==> src/rtl/rpn_pkg.sv <==
`default_nettype none
package rpn_pkg;
   localparam int StackDepth = 16;
   localparam int FracBits = 16;
   localparam int DataWidth = 48;
   localparam int PtrWidth = $clog2(StackDepth);
   localparam int CountWidth = $clog2(StackDepth + 1);
   localparam int DivBits = DataWidth + FracBits;
   localparam int DivCntWidth = $clog2(DivBits + 1);

   typedef enum logic [2:0] {
      FUNC_PUSH = 3'd0,
      FUNC_ADD  = 3'd1,
      FUNC_SUB  = 3'd2,
      FUNC_MUL  = 3'd3,
      FUNC_DIV  = 3'd4
   } func_type;

   typedef enum logic [1:0] {
      ERR_OK        = 2'd0,
      ERR_UNDERFLOW = 2'd1,
      ERR_OVERFLOW  = 2'd2,
      ERR_DIV_ZERO  = 2'd3
   } err_type;

   typedef struct packed {
      logic load_req;
      logic rd_second;
      logic rd_first;
      logic latch_second;
      logic latch_first;
      logic start_op;
      logic step_op;
      logic write_result;
      logic write_push;
      logic rd_top;
      logic report;
   } cmd_type;

   typedef struct packed {
      logic [2:0] func;
      logic last;
      logic [CountWidth-1:0] count;
      logic second_zero;
      logic op_done;
   } status_type;
endpackage
`default_nettype wire

==> src/rtl/rpn_ram.sv <==
`default_nettype none
module rpn_ram #(
   parameter int Width = 48,
   parameter int Depth = 16
) (
   input  wire logic                     clock,
   input  wire logic                     wr_en,
   input  wire logic [$clog2(Depth)-1:0] wr_addr,
   input  wire logic [Width-1:0]         wr_data,
   input  wire logic [$clog2(Depth)-1:0] rd_addr,
   output logic [Width-1:0]              rd_data
);
   logic [Width-1:0] mem [Depth];

   always_ff @(posedge clock) begin
      if (wr_en) begin
         mem[wr_addr] <= wr_data;
      end
      rd_data <= mem[rd_addr];
   end
endmodule
`default_nettype wire

==> src/rtl/rpn_datapath.sv <==
`default_nettype none
module rpn_datapath (
   input  wire logic                         clock,
   input  wire logic                         reset,
   input  wire rpn_pkg::cmd_type             cmd,
   output rpn_pkg::status_type               status,
   input  wire logic [2:0]                   req_func,
   input  wire logic [rpn_pkg::DataWidth-1:0] req_value,
   input  wire logic                         req_last,
   input  wire logic [1:0]                   err_code,
   output logic [rpn_pkg::DataWidth-1:0]     rsp_top_value,
   output logic [4:0]                        rsp_depth,
   output logic [1:0]                        rsp_error,
   output logic                              rsp_last_clear
);
   import rpn_pkg::*;

   localparam int W = DataWidth;
   localparam int PW = 2 * W;
   localparam logic [W-1:0] MaxPos = {1'b0, {(W-1){1'b1}}};
   localparam logic [W-1:0] MinNeg = {1'b1, {(W-1){1'b0}}};
   localparam logic [W:0] MaxMag = {2'b00, {(W-1){1'b1}}};
   localparam logic [W:0] NegMag = {2'b01, {(W-1){1'b0}}};

   logic [2:0] func_ff;
   logic [W-1:0] value_ff;
   logic last_ff;
   logic [CountWidth-1:0] count_ff, count_in;
   logic [W-1:0] first_ff, second_ff;
   logic [W-1:0] result_ff, result_in;
   logic [PW-1:0] prod_ff, prod_in;
   logic [W-1:0] mcand_ff, mcand_in;
   logic [W-1:0] mplier_ff, mplier_in;
   logic [DivBits-1:0] num_ff, num_in;
   logic [W:0] rem_ff, rem_in;
   logic [DivCntWidth-1:0] iter_ff, iter_in;
   logic neg_ff, neg_in;

   logic wr_en;
   logic [PtrWidth-1:0] wr_addr, rd_addr;
   logic [W-1:0] wr_data, rd_data;

   rpn_ram #(.Width(W), .Depth(StackDepth)) u_ram (
      .clock  (clock),
      .wr_en  (wr_en),
      .wr_addr(wr_addr),
      .wr_data(wr_data),
      .rd_addr(rd_addr),
      .rd_data(rd_data)
   );

   logic [CountWidth-1:0] cm1, cm2;
   assign cm1 = count_ff - CountWidth'(1);
   assign cm2 = count_ff - CountWidth'(2);

   always_comb begin
      rd_addr = cm1[PtrWidth-1:0];
      if (cmd.rd_first) begin
         rd_addr = cm2[PtrWidth-1:0];
      end
      wr_en = cmd.write_result | cmd.write_push;
      wr_addr = cmd.write_push ? count_ff[PtrWidth-1:0] : cm2[PtrWidth-1:0];
      wr_data = cmd.write_push ? value_ff : result_ff;
   end

   logic [W-1:0] mag_a, mag_b;
   logic [W:0] sum;
   logic [W:0] sa, sb;
   logic [W:0] trial;
   logic [PW-1:0] shifted;
   logic [PW-1:0] qmag;
   logic [W:0] mag_sat;

   always_comb begin
      mag_a = first_ff[W-1] ? (~first_ff + W'(1)) : first_ff;
      mag_b = second_ff[W-1] ? (~second_ff + W'(1)) : second_ff;
      sa = {first_ff[W-1], first_ff};
      sb = {second_ff[W-1], second_ff};
      sum = (func_ff == FUNC_SUB) ? (sa - sb) : (sa + sb);
      prod_in = prod_ff;
      mcand_in = mcand_ff;
      mplier_in = mplier_ff;
      num_in = num_ff;
      rem_in = rem_ff;
      iter_in = iter_ff;
      neg_in = neg_ff;
      result_in = result_ff;
      trial = {rem_ff[W-1:0], num_ff[DivBits-1]} - {1'b0, mcand_ff};
      shifted = '0;
      qmag = '0;
      mag_sat = '0;
      if (cmd.start_op) begin
         neg_in = first_ff[W-1] ^ second_ff[W-1];
         prod_in = '0;
         mcand_in = mag_a;
         mplier_in = mag_b;
         iter_in = '0;
         if (func_ff == FUNC_DIV) begin
            mcand_in = mag_b;
            num_in = {mag_a, FracBits'(0)};
            rem_in = '0;
         end
         if (func_ff == FUNC_ADD || func_ff == FUNC_SUB) begin
            if (sum[W] != sum[W-1]) begin
               result_in = sum[W] ? MinNeg : MaxPos;
            end else begin
               result_in = sum[W-1:0];
            end
         end
      end else if (cmd.step_op) begin
         iter_in = iter_ff + DivCntWidth'(1);
         if (func_ff == FUNC_MUL) begin
            if (mplier_ff[W-1]) begin
               prod_in = {prod_ff[PW-2:0], 1'b0} + {{W{1'b0}}, mcand_ff};
            end else begin
               prod_in = {prod_ff[PW-2:0], 1'b0};
            end
            mplier_in = {mplier_ff[W-2:0], 1'b0};
         end else begin
            num_in = {num_ff[DivBits-2:0], 1'b0};
            if (!trial[W]) begin
               rem_in = trial;
               prod_in = {prod_ff[PW-2:0], 1'b1};
            end else begin
               rem_in = {rem_ff[W-1:0], num_ff[DivBits-1]};
               prod_in = {prod_ff[PW-2:0], 1'b0};
            end
         end
      end else if (cmd.write_result && func_ff == FUNC_MUL) begin
         result_in = result_ff;
      end
      if (func_ff == FUNC_MUL) begin
         shifted = prod_ff >> FracBits;
      end else begin
         shifted = prod_ff;
      end
      qmag = shifted;
      if (qmag[PW-1:W+1] != '0) begin
         mag_sat = neg_ff ? NegMag : MaxMag;
      end else if (neg_ff && qmag[W:0] > NegMag) begin
         mag_sat = NegMag;
      end else if (!neg_ff && qmag[W:0] > MaxMag) begin
         mag_sat = MaxMag;
      end else begin
         mag_sat = qmag[W:0];
      end
      if (cmd.latch_first && (func_ff == FUNC_MUL || func_ff == FUNC_DIV)) begin
         result_in = result_ff;
      end
      if (status.op_done && !cmd.step_op && !cmd.start_op &&
          (func_ff == FUNC_MUL || func_ff == FUNC_DIV) && !cmd.write_result) begin
         result_in = neg_ff ? W'(~mag_sat + (W+1)'(1)) : mag_sat[W-1:0];
      end
   end

   always_comb begin
      count_in = count_ff;
      if (cmd.write_push) begin
         count_in = count_ff + CountWidth'(1);
      end else if (cmd.write_result) begin
         count_in = cm1;
      end
   end

   always_ff @(posedge clock) begin
      if (reset) begin
         count_ff <= '0;
      end else if (cmd.report && last_ff) begin
         count_ff <= '0;
      end else begin
         count_ff <= count_in;
      end
      if (cmd.load_req) begin
         func_ff <= req_func;
         value_ff <= req_value;
         last_ff <= req_last;
      end
      if (cmd.latch_second) begin
         second_ff <= rd_data;
      end
      if (cmd.latch_first) begin
         first_ff <= rd_data;
      end
      if (cmd.report) begin
         rsp_top_value <= (count_ff == '0) ? '0 : rd_data;
         rsp_depth <= 5'(count_ff);
         rsp_error <= err_code;
         rsp_last_clear <= last_ff;
      end
      result_ff <= result_in;
      prod_ff <= prod_in;
      mcand_ff <= mcand_in;
      mplier_ff <= mplier_in;
      num_ff <= num_in;
      rem_ff <= rem_in;
      iter_ff <= iter_in;
      neg_ff <= neg_in;
   end

   always_comb begin
      status.func = func_ff;
      status.last = last_ff;
      status.count = count_ff;
      status.second_zero = (second_ff == '0);
      status.op_done = (func_ff == FUNC_MUL) ? (iter_ff == DivCntWidth'(W))
                                             : (iter_ff == DivCntWidth'(DivBits));
   end
endmodule
`default_nettype wire

==> src/rtl/rpn_ctrl.sv <==
`default_nettype none
module rpn_ctrl (
   input  wire logic                clock,
   input  wire logic                reset,
   input  wire logic                req_tvalid,
   output logic                     req_tready,
   output logic                     rsp_tvalid,
   input  wire logic                rsp_tready,
   input  wire rpn_pkg::status_type status,
   output rpn_pkg::cmd_type         cmd,
   output logic [1:0]               err_code
);
   import rpn_pkg::*;

   typedef enum logic [3:0] {
      S_IDLE, S_DECODE, S_RD2, S_RD1, S_LATCH1, S_START, S_STEP, S_FINISH,
      S_WRITE, S_RDTOP, S_REPORT
   } state_type;

   state_type state_ff, state_in;
   logic [1:0] err_ff, err_in;
   logic rsp_valid_ff, rsp_valid_in;

   assign req_tready = (state_ff == S_IDLE) && !rsp_valid_ff;
   assign rsp_tvalid = rsp_valid_ff;
   assign err_code = err_ff;

   always_comb begin
      cmd = '0;
      state_in = state_ff;
      err_in = err_ff;
      rsp_valid_in = rsp_valid_ff && !rsp_tready;
      case (state_ff)
         S_IDLE: begin
            if (req_tvalid && req_tready) begin
               cmd.load_req = 1'b1;
               err_in = ERR_OK;
               state_in = S_DECODE;
            end
         end
         S_DECODE: begin
            case (status.func)
               FUNC_PUSH: begin
                  if (status.count >= CountWidth'(StackDepth)) begin
                     err_in = ERR_OVERFLOW;
                  end else begin
                     cmd.write_push = 1'b1;
                  end
                  state_in = S_RDTOP;
               end
               FUNC_ADD, FUNC_SUB, FUNC_MUL, FUNC_DIV: begin
                  if (status.count < CountWidth'(2)) begin
                     err_in = ERR_UNDERFLOW;
                     state_in = S_RDTOP;
                  end else begin
                     cmd.rd_second = 1'b1;
                     state_in = S_RD2;
                  end
               end
               default: state_in = S_RDTOP;
            endcase
         end
         S_RD2: begin
            cmd.rd_first = 1'b1;
            cmd.latch_second = 1'b1;
            state_in = S_LATCH1;
         end
         S_LATCH1: begin
            cmd.latch_first = 1'b1;
            state_in = S_START;
         end
         S_START: begin
            if (status.func == FUNC_DIV && status.second_zero) begin
               err_in = ERR_DIV_ZERO;
               state_in = S_RDTOP;
            end else begin
               cmd.start_op = 1'b1;
               if (status.func == FUNC_ADD || status.func == FUNC_SUB) begin
                  state_in = S_WRITE;
               end else begin
                  state_in = S_STEP;
               end
            end
         end
         S_STEP: begin
            if (status.op_done) begin
               state_in = S_WRITE;
            end else begin
               cmd.step_op = 1'b1;
            end
         end
         S_WRITE: begin
            cmd.write_result = 1'b1;
            state_in = S_RDTOP;
         end
         S_RDTOP: begin
            cmd.rd_top = 1'b1;
            state_in = S_REPORT;
         end
         S_REPORT: begin
            cmd.report = 1'b1;
            rsp_valid_in = 1'b1;
            state_in = S_IDLE;
         end
         default: state_in = S_IDLE;
      endcase
   end

   always_ff @(posedge clock) begin
      if (reset) begin
         state_ff <= S_IDLE;
         err_ff <= ERR_OK;
         rsp_valid_ff <= 1'b0;
      end else begin
         state_ff <= state_in;
         err_ff <= err_in;
         rsp_valid_ff <= rsp_valid_in;
      end
   end
endmodule
`default_nettype wire

==> src/rtl/rpn_stack_evaluator_top.sv <==
// Channel   Direction  tdata (low bit first)              tuser   tlast
// req       in         func[2:0], value[50:3], pad to 56  none    last
// rsp       out        top_value[47:0], depth[52:48],     none    last
//                      error[54:53], pad to 56
// A push is decoded, written and reported; an add or subtract also reads both operands and writes back.
// Multiply and divide are computed by the shared
// one-bit-per-cycle shift-add/subtract unit iterating over the operand bits.
// Reset is synchronous and clears the stack count; stack contents are not cleared.
// A new request is taken only after the previous result has been taken.
`default_nettype none
module rpn_stack_evaluator_top (
   input  wire logic        clock,
   input  wire logic        reset,
   input  wire logic        req_tvalid,
   output logic             req_tready,
   input  wire logic [55:0] req_tdata,   // func, value
   input  wire logic        req_tlast,
   output logic             rsp_tvalid,
   input  wire logic        rsp_tready,
   output logic [55:0]      rsp_tdata,   // top_value, depth, error
   output logic             rsp_tlast
);
   import rpn_pkg::*;

   cmd_type cmd;
   status_type status;
   logic [1:0] err_code;
   logic [DataWidth-1:0] top_value;
   logic [4:0] depth;
   logic [1:0] error;

   rpn_ctrl u_ctrl (
      .clock     (clock),
      .reset     (reset),
      .req_tvalid(req_tvalid),
      .req_tready(req_tready),
      .rsp_tvalid(rsp_tvalid),
      .rsp_tready(rsp_tready),
      .status    (status),
      .cmd       (cmd),
      .err_code  (err_code)
   );

   rpn_datapath u_dp (
      .clock         (clock),
      .reset         (reset),
      .cmd           (cmd),
      .status        (status),
      .req_func      (req_tdata[2:0]),
      .req_value     (req_tdata[50:3]),
      .req_last      (req_tlast),
      .err_code      (err_code),
      .rsp_top_value (top_value),
      .rsp_depth     (depth),
      .rsp_error     (error),
      .rsp_last_clear(rsp_tlast)
   );

   assign rsp_tdata = {1'b0, error, depth, top_value};
endmodule
`default_nettype wire

==> config.mk <==
export PLATFORM = sky130hd
export DESIGN_NAME = rpn_stack_evaluator_top
export DESIGN_NICKNAME = d
export VERILOG_FILES = /design/src/rtl/rpn_pkg.sv /design/src/rtl/rpn_ram.sv /design/src/rtl/rpn_datapath.sv /design/src/rtl/rpn_ctrl.sv /design/src/rtl/rpn_stack_evaluator_top.sv
export SDC_FILE = /design/constraint.sdc
export NUM_CORES = 2
export LEC_CHECK = 0
export ABC_AREA = 1
export ABC_CLOCK_PERIOD_IN_PS = 8500
export BUFFER_PORTS_ARGS = -buffer_cell sky130_fd_sc_hd__buf_2
export CORE_MARGIN = 2
export CORE_UTILIZATION = 30
export DETAILED_ROUTE_END_ITERATION = 16
export PLACE_DENSITY = 0.54
export SLEW_MARGIN = 15
export SYNTH_ARGS = -nofsm -noshare
export SYNTH_HDL_FRONTEND = slang
export SYNTH_SLANG_ARGS = --single-unit
==> constraint.sdc <==
create_clock -name clock -period 8.5 [get_ports clock]
set_input_delay 0 -clock clock [delete_from_list [all_inputs] [get_ports clock]]
set_output_delay 0 -clock clock [all_outputs]
set_load 0.02 [all_outputs]
* After elaboration in Yosys (flattened, before gate mapping)
Memory sizes are Yosys's and may differ from the RTL's. A register that Yosys moved wholly into a read port is not among the register bits. Index checks and enable logic that the tools add are counted.
Storage, ports and cells: memories kept 1, register bits after elaboration 576, output and inout bits 59, word-level logic and storage cells 170, bits of input ports 61, RAM bits 768
Memories:
- u_dp.u_ram.mem | words 16, width 48, read ports 1, clocked after Yosys merged registers in 1, wr ports 1, RTL line rpn_ram.sv:13 | logic [Width-1:0] mem [Depth];
Operators by class: order comparisons 4, muxes and demuxes 66, add/sub/neg operators 11, bitwise logic cells 5, reductions and logical operators 38, equality and inequality tests 24
Operators by type and width (number):
- 48-bit two-way mux | 23
- 96-bit two-way mux | 3
- 64-bit two-way mux | 4
- 48-bit by 1-bit adder with 48-bit output, second input constant | 3
- 48-bit NOT | 3
- 96-bit by 48-bit adder with 96-bit output | 1
- 48-bit by 48-bit adder with 49-bit output | 1
- 49-bit by 47-bit > comparator with 1-bit output, second input constant | 1
- 49-bit by 48-bit > comparator with 1-bit output, second input constant | 1
- 49-bit two-way mux | 1
- 48-bit by 48-bit subtractor with 49-bit output | 1
- 49-bit by 48-bit subtractor with 49-bit output | 1
- 48-bit logical NOT | 1
- 47-bit nonzero test | 1
- 4-bit two-way mux | 8
- 4-bit one-hot mux with 8 select lines | 1
- 1-bit two-way mux | 17
- 4-bit by 3-bit equality test with 1-bit output, second input constant | 3
- 4-bit equality test, second input constant | 3
- 1-bit logical AND | 12
- 2-bit two-way mux | 5
- 5-bit two-way mux | 2
- 2-bit nonzero test | 5
- 7-bit by 1-bit adder with 7-bit output, second input constant | 1
- other kinds (32) | 46

* Logic depth before layout (Yosys ltp)
depth in word-level cells 11, depth in mapped cells 34, mapped depth without buffers 33

* Hierarchy
From an unflattened synthesis, not the netlist that was laid out.
Unflattened totals: cell total of the unflattened synthesis 8538, area total of the unflattened synthesis 73516.8 um2
Modules (own cells, without submodules):
- rpn_datapath | cells each 5258, area each 38846.0 um2, seq. area each 15524.9 um2, times used 1
- rpn_ram | cells each 3165, area each 33988.8 um2, seq. area each 24023.0 um2, times used 1
- rpn_ctrl | cells each 113, area each 670.6 um2, seq. area each 140.1 um2, times used 1
- rpn_stack_evaluator_top | cells each 2, area each 11.3 um2, seq. area each 0.0 um2, times used 1

* Worst setup path after synthesis
No wires, ideal clock.
kind register -> register, start register u_dp.second_ff[0], end register u_dp.num_ff[16], enable pin, stages on the path, launching flop included 14, clock period less this slack 9.128 ns, arrival 8.444 ns, path buffers 2, data required time 7.817 ns, library setup time 0.683 ns, slack -0.628 ns, cells stage by stage edfxtp_1 inv_1 ha_1 nand2_1 nor2_1 nand2_1 nor2_2 nand2_1 nor2_1 nand3_1 nand2_2 clkbuf_1 clkbuf_1 o21ai_0
Between the ends: word-level cells in the longest chain between the ends 6, elaborated cells on any way between the ends 8, classes of those cells eq/ne: 2; mux: 2; reduce/logical: 4
RTL lines:
- start: declaration | RTL line rpn_datapath.sv:29 | logic [W-1:0] first_ff, second_ff;
- start signal: assignment | RTL line rpn_datapath.sv:179 | second_ff <= rd_data;
- 48-bit logical NOT (*) | RTL line rpn_datapath.sv:204 | status.second_zero = (second_ff == '0);
- 1-bit logical AND (*) | RTL line rpn_ctrl.sv:73 | if (status.func == FUNC_DIV && status.second_zero) begin
- 1-bit two-way mux (*) | RTL line rpn_ctrl.sv:73
- 1-bit two-way mux (*) | RTL line rpn_ctrl.sv:33 | case (state_ff)
- 2-bit != test (no source line), or another cell as far along
- 3-bit AND reduction (no source line) (*)
- end signal: assignment | RTL line rpn_datapath.sv:194 | num_ff <= num_in;
- end: declaration | RTL line rpn_datapath.sv:34 | logic [DivBits-1:0] num_ff, num_in;
Every way passes the cells marked *; elsewhere a longest branch is shown, timed or not. A chain may end at the register's enable or synchronous reset.

* Worst setup path in the final report
start register u_dp.second_ff[1], end register u_dp.result_ff[33], data pin
Between the ends: word-level cells in the longest chain between the ends 9, elaborated cells on any way between the ends 18, classes of those cells add/sub: 2; eq/ne: 1; mux: 9; reduce/logical: 6
RTL lines:
- branches (longest 8 deep; another with 48-bit by 48-bit adder with 49-bit output)
- 48-bit two-way mux (*) | RTL line rpn_datapath.sv:150 | if (status.op_done && !cmd.step_op && !cmd.start_op &&
- net u_dp.result_in[33] | RTL line rpn_datapath.sv:30 | logic [W-1:0] result_ff, result_in;
- end signal: assignment | RTL line rpn_datapath.sv:190 | result_ff <= result_in;
- end: declaration | RTL line rpn_datapath.sv:30
Mark *: on every way through the listed nets, which the timed path passes. The select of a mux whose other input is x is not followed.

==> qor.yml <==
status: "completed"
viasPerCell: 5.17
ys_warn_count: 0
ys.flop_type: "edfxtp_1"
mappedNetlistArea_sq_mm: 0.0695
drc_errors: 0
use_met2_pct: 34.3
dieArea_sq_mm: 0.235
synthTopCellsByArea: "edfxtp_1, nand2_1, o21ai_0, nor2_1, dfxtp_1"
use_met1_pct: 25.8
reg2reg_depth: 30
p_comb_share_pct: 33.1
ys_seq_area_share_pct: 57.1
maxSlewHeadroom_pct: 28.8
drt_wl_total_um: 243000
clk_pin_slew_ns: 0.06
synth_cells: 7412
firstDrtPassIters: 7
setup-tns-final_ns: 0
period_share_pct: 74.2
required_ns: 9.16
peakVddDrop_v: 0.000403
hold_violations: 0
die_x_um: 485
endpoint_kind: "flop"
critPathMaxStageDelay_ns: 0.45
dp_hpwl_um: 167000
finalSetupViolCount: 0
grt_max_degree: 187
synth.ff_latch_count: 1376
synth.top_cell.area_share_pct: 52.4
synth_top_area_cell: "edfxtp_1"
portBuffers: 113
antenna_found_initial: 3
p_leak_nw: 29.5
hold_path.class: "input port to flop"
cts_setup_buffers: 0
num-fill-cells: 23279
grt_overflow_total: 0
drt_iter0_drc: 5028
synth_edf_count: 1213
synthArstFlopShare_pct: 0
p_per_area_mw_per_mm2: 292
syn_nets: 7631
clkLatencyLatePin_ns: 0.83
fmax_ghz: 0.158
io_pins: 120
grt_util_met3_pct: 2.21
clk_path_buf_depth: 3
path_class: "flop to flop"
cap_violations: 0
final_util_pct: 34.5
crit_arrival_ns: 6.97
syn_avg_cell_area_sq_um: 9.37
grt_pass1_vias: 53645
synth.distinct_cells: 64
cts_tree: "done"
critPathLaunch: "u_dp.second_ff[1]"
initial_core_util_pct: 30.2
crit_path_frequent_cell: "nand2_1"
grt_pass1_wl_um: 354000
syn_to_final_growth_pct: 14.4
clkPwrFrac_pct: 28.9
fin_nets: 7745
drive_gt1_share_pct: 6.54
cts_buffers: 153
rr_endpoint: "u_dp.result_ff[33]"
layout_commonest_cell: "nand2_1"
worst_clock_skew_ns: 0.0509
die_height_um: 485
path_max_fanout: 24
startpoint_type: "flop"
layout_common_cells: "nand2_1, edfxtp_1, nor2_1, o21ai_0, inv_1"
worst_pin_slew_ns: 1.06
endpoint: "u_dp.result_ff[33]"
clockRootBuffer: "clkbuf_16"
p_sw_share_pct: 39.0
routabilityCongestion: 0.979
period_needed_ns: 6.31
r2r-start: "u_dp.second_ff[1]"
vias: 55204
switching_power_w: 0.00905
cts-htree-levels: 4
rsz0062_at_grt: "false"
p_seq_share_pct: 38.0
top_usage_layer: "met2"
detail_route.wl_per_cell_um: 22.8
slowest_stage: "inv_2"
p_int_w: 0.0142
r2r_setup_slack_ns: 2.19
rows: 176
cts_num_sinks: 1376
grtUsageTotal_pct: 20.1
drv_slew: 0
core_sq_mm: 0.230
antenna_left: 0
worst max-delay path, delay by kind of cell, from the launching register on:
family / cells / cell delay, ns
simple gates: 20 / 3.73
fa+ha+maj: 2 / 0.60
buf+inv: 5 / 0.83
flops: 1 / 0.41
compound gates: 2 / 0.36
xor+xnor: 1 / 0.27
synthesized netlist by cell type (15+ instances only):
| master | number |
|---|---|
| nand2_1 | 1372 |
| edfxtp_1 | 1213 |
| nor2_1 | 968 |
| o21ai_0 | 903 |
| inv_1 | 661 |
| a21oi_1 | 347 |
| nand3_1 | 282 |
| clkbuf_1 | 275 |
| dfxtp_1 | 163 |
| ha_1 | 155 |
| xor2_1 | 155 |
| o221ai_1 | 137 |
| xnor2_1 | 89 |
| nor3_1 | 88 |
| o22ai_1 | 88 |
| o211ai_1 | 79 |
| a31oi_1 | 59 |
| nor4_1 | 55 |
| nand4_1 | 54 |
| o21ai_1 | 31 |
| buf_1 | 30 |
| o21a_1 | 28 |
| or2_2 | 16 |
| buf_2 | 15 |
what timing repair did:
item / 4_1_cts / 5_1_grt
hold buffers: 109 / 0
resized for setup: 0 / 0
hold endpoints to repair: 67 / 0
final cells by class:
cell class | instances | area [sq um] | share of cell area, %
Clock inverter | 63 | 787 | 0.991
Tap cell | 3026 | 3790 | 4.77
Antenna cell | 4 | 10.0 | 0.0126
Sequential cell | 1376 | 39700 | 50.0
Clock buffer | 217 | 4250 | 5.35
Timing Repair Buffer | 299 | 2280 | 2.88
Inverter | 670 | 2530 | 3.19
Multi-Input combinational cell | 5026 | 26100 | 32.9
per-stage QoR:
| step | hold WS, ns | instances | power (W) | setup slack, ns | cell area [sq um] |
|---|---|---|---|---|---|
| 5_1_grt | 0.166 | 10679 | 0.0244 | 1.63 | 79400 |
| 4_1_cts | 0.117 | 10677 | 0.0233 | 2.23 | 79400 |
| 6_report | 0.128 | 10681 | 0.0232 | 2.19 | 79400 |
| 3_5_place_dp | 0.179 | 10288 | 0.0166 | 2.25 | 73300 |
| 2_1_floorplan | 0.0724 | 7412 | 0.0135 | 1.97 | 69500 |
| 3_3_place_gp | 0.179 | 10288 | 0.0165 | 2.25 | 73300 |
metal layers:
metal,routed length [um],vias to the layer above,share of wire [%]
li1,-,26090,-
met4,10400,2,4.3
met5,8,-,0.0033
met1,103000,26912,43
met3,11500,427,4.7
met2,118000,1773,48
sequential cells by signal (all words and copies together), names as in the netlist, 2 cells and up:
register / count
u_dp.mplier_ff: 48
u_dp.rsp_top_value: 48
u_ctrl.err_code: 2
u_dp.rsp_error: 2
u_dp.iter_ff: 7
u_dp.count_ff: 5
u_ctrl.state_ff: 4
u_dp.func_ff: 3
u_dp.mcand_ff: 48
u_dp.second_ff: 48
u_dp.num_ff: 48
u_dp.result_ff: 48
u_dp.prod_ff: 96
u_dp.u_ram.mem: 768
u_dp.value_ff: 48
u_dp.first_ff: 48
u_dp.rem_ff: 48
u_dp.u_ram.rd_data: 48
u_dp.rsp_depth: 5
cells by family (layout without fill, tap and decap cells):
logic type / after synthesis / count (layout) / share of synthesized area (%)
AND/OR/NAND/NOR: 2876 / 2876 / 16.9
AO/OA/AOI/OAI: 1747 / 1747 / 14.3
flip-flops: 1376 / 1376 / 57.1
buffers and inverters: 1010 / 1249 / 5.65
XOR/XNOR: 244 / 244 / 3.08
adder cells (fa/ha/maj): 158 / 158 / 2.88
other: 1 / 5 / 0.00540
power by group through the flow:
stage               combinational, W  clock [W]  sequential [W]
floorplan                    0.00497          0         0.00858
global placement             0.00752          0         0.00895
detailed placement           0.00761          0         0.00895
CTS                          0.00767    0.00684         0.00881
global route                 0.00846    0.00710         0.00885
finish                       0.00768    0.00671         0.00882
worst min-delay path by stage:
stage	endpoint	from	cells after the start
3_3_place_gp	u_dp.value_ff[18]	req_tdata[21]	1
3_5_place_dp	u_dp.value_ff[13]	req_tdata[16]	1
4_1_cts	u_ctrl.state_ff[2]	reset	5
6_report	u_ctrl.state_ff[2]	reset	5
5_1_grt	u_ctrl.state_ff[1]	reset	5
2_1_floorplan	u_ctrl.rsp_tvalid	reset	1
Power figures use the tool's default switching activity.
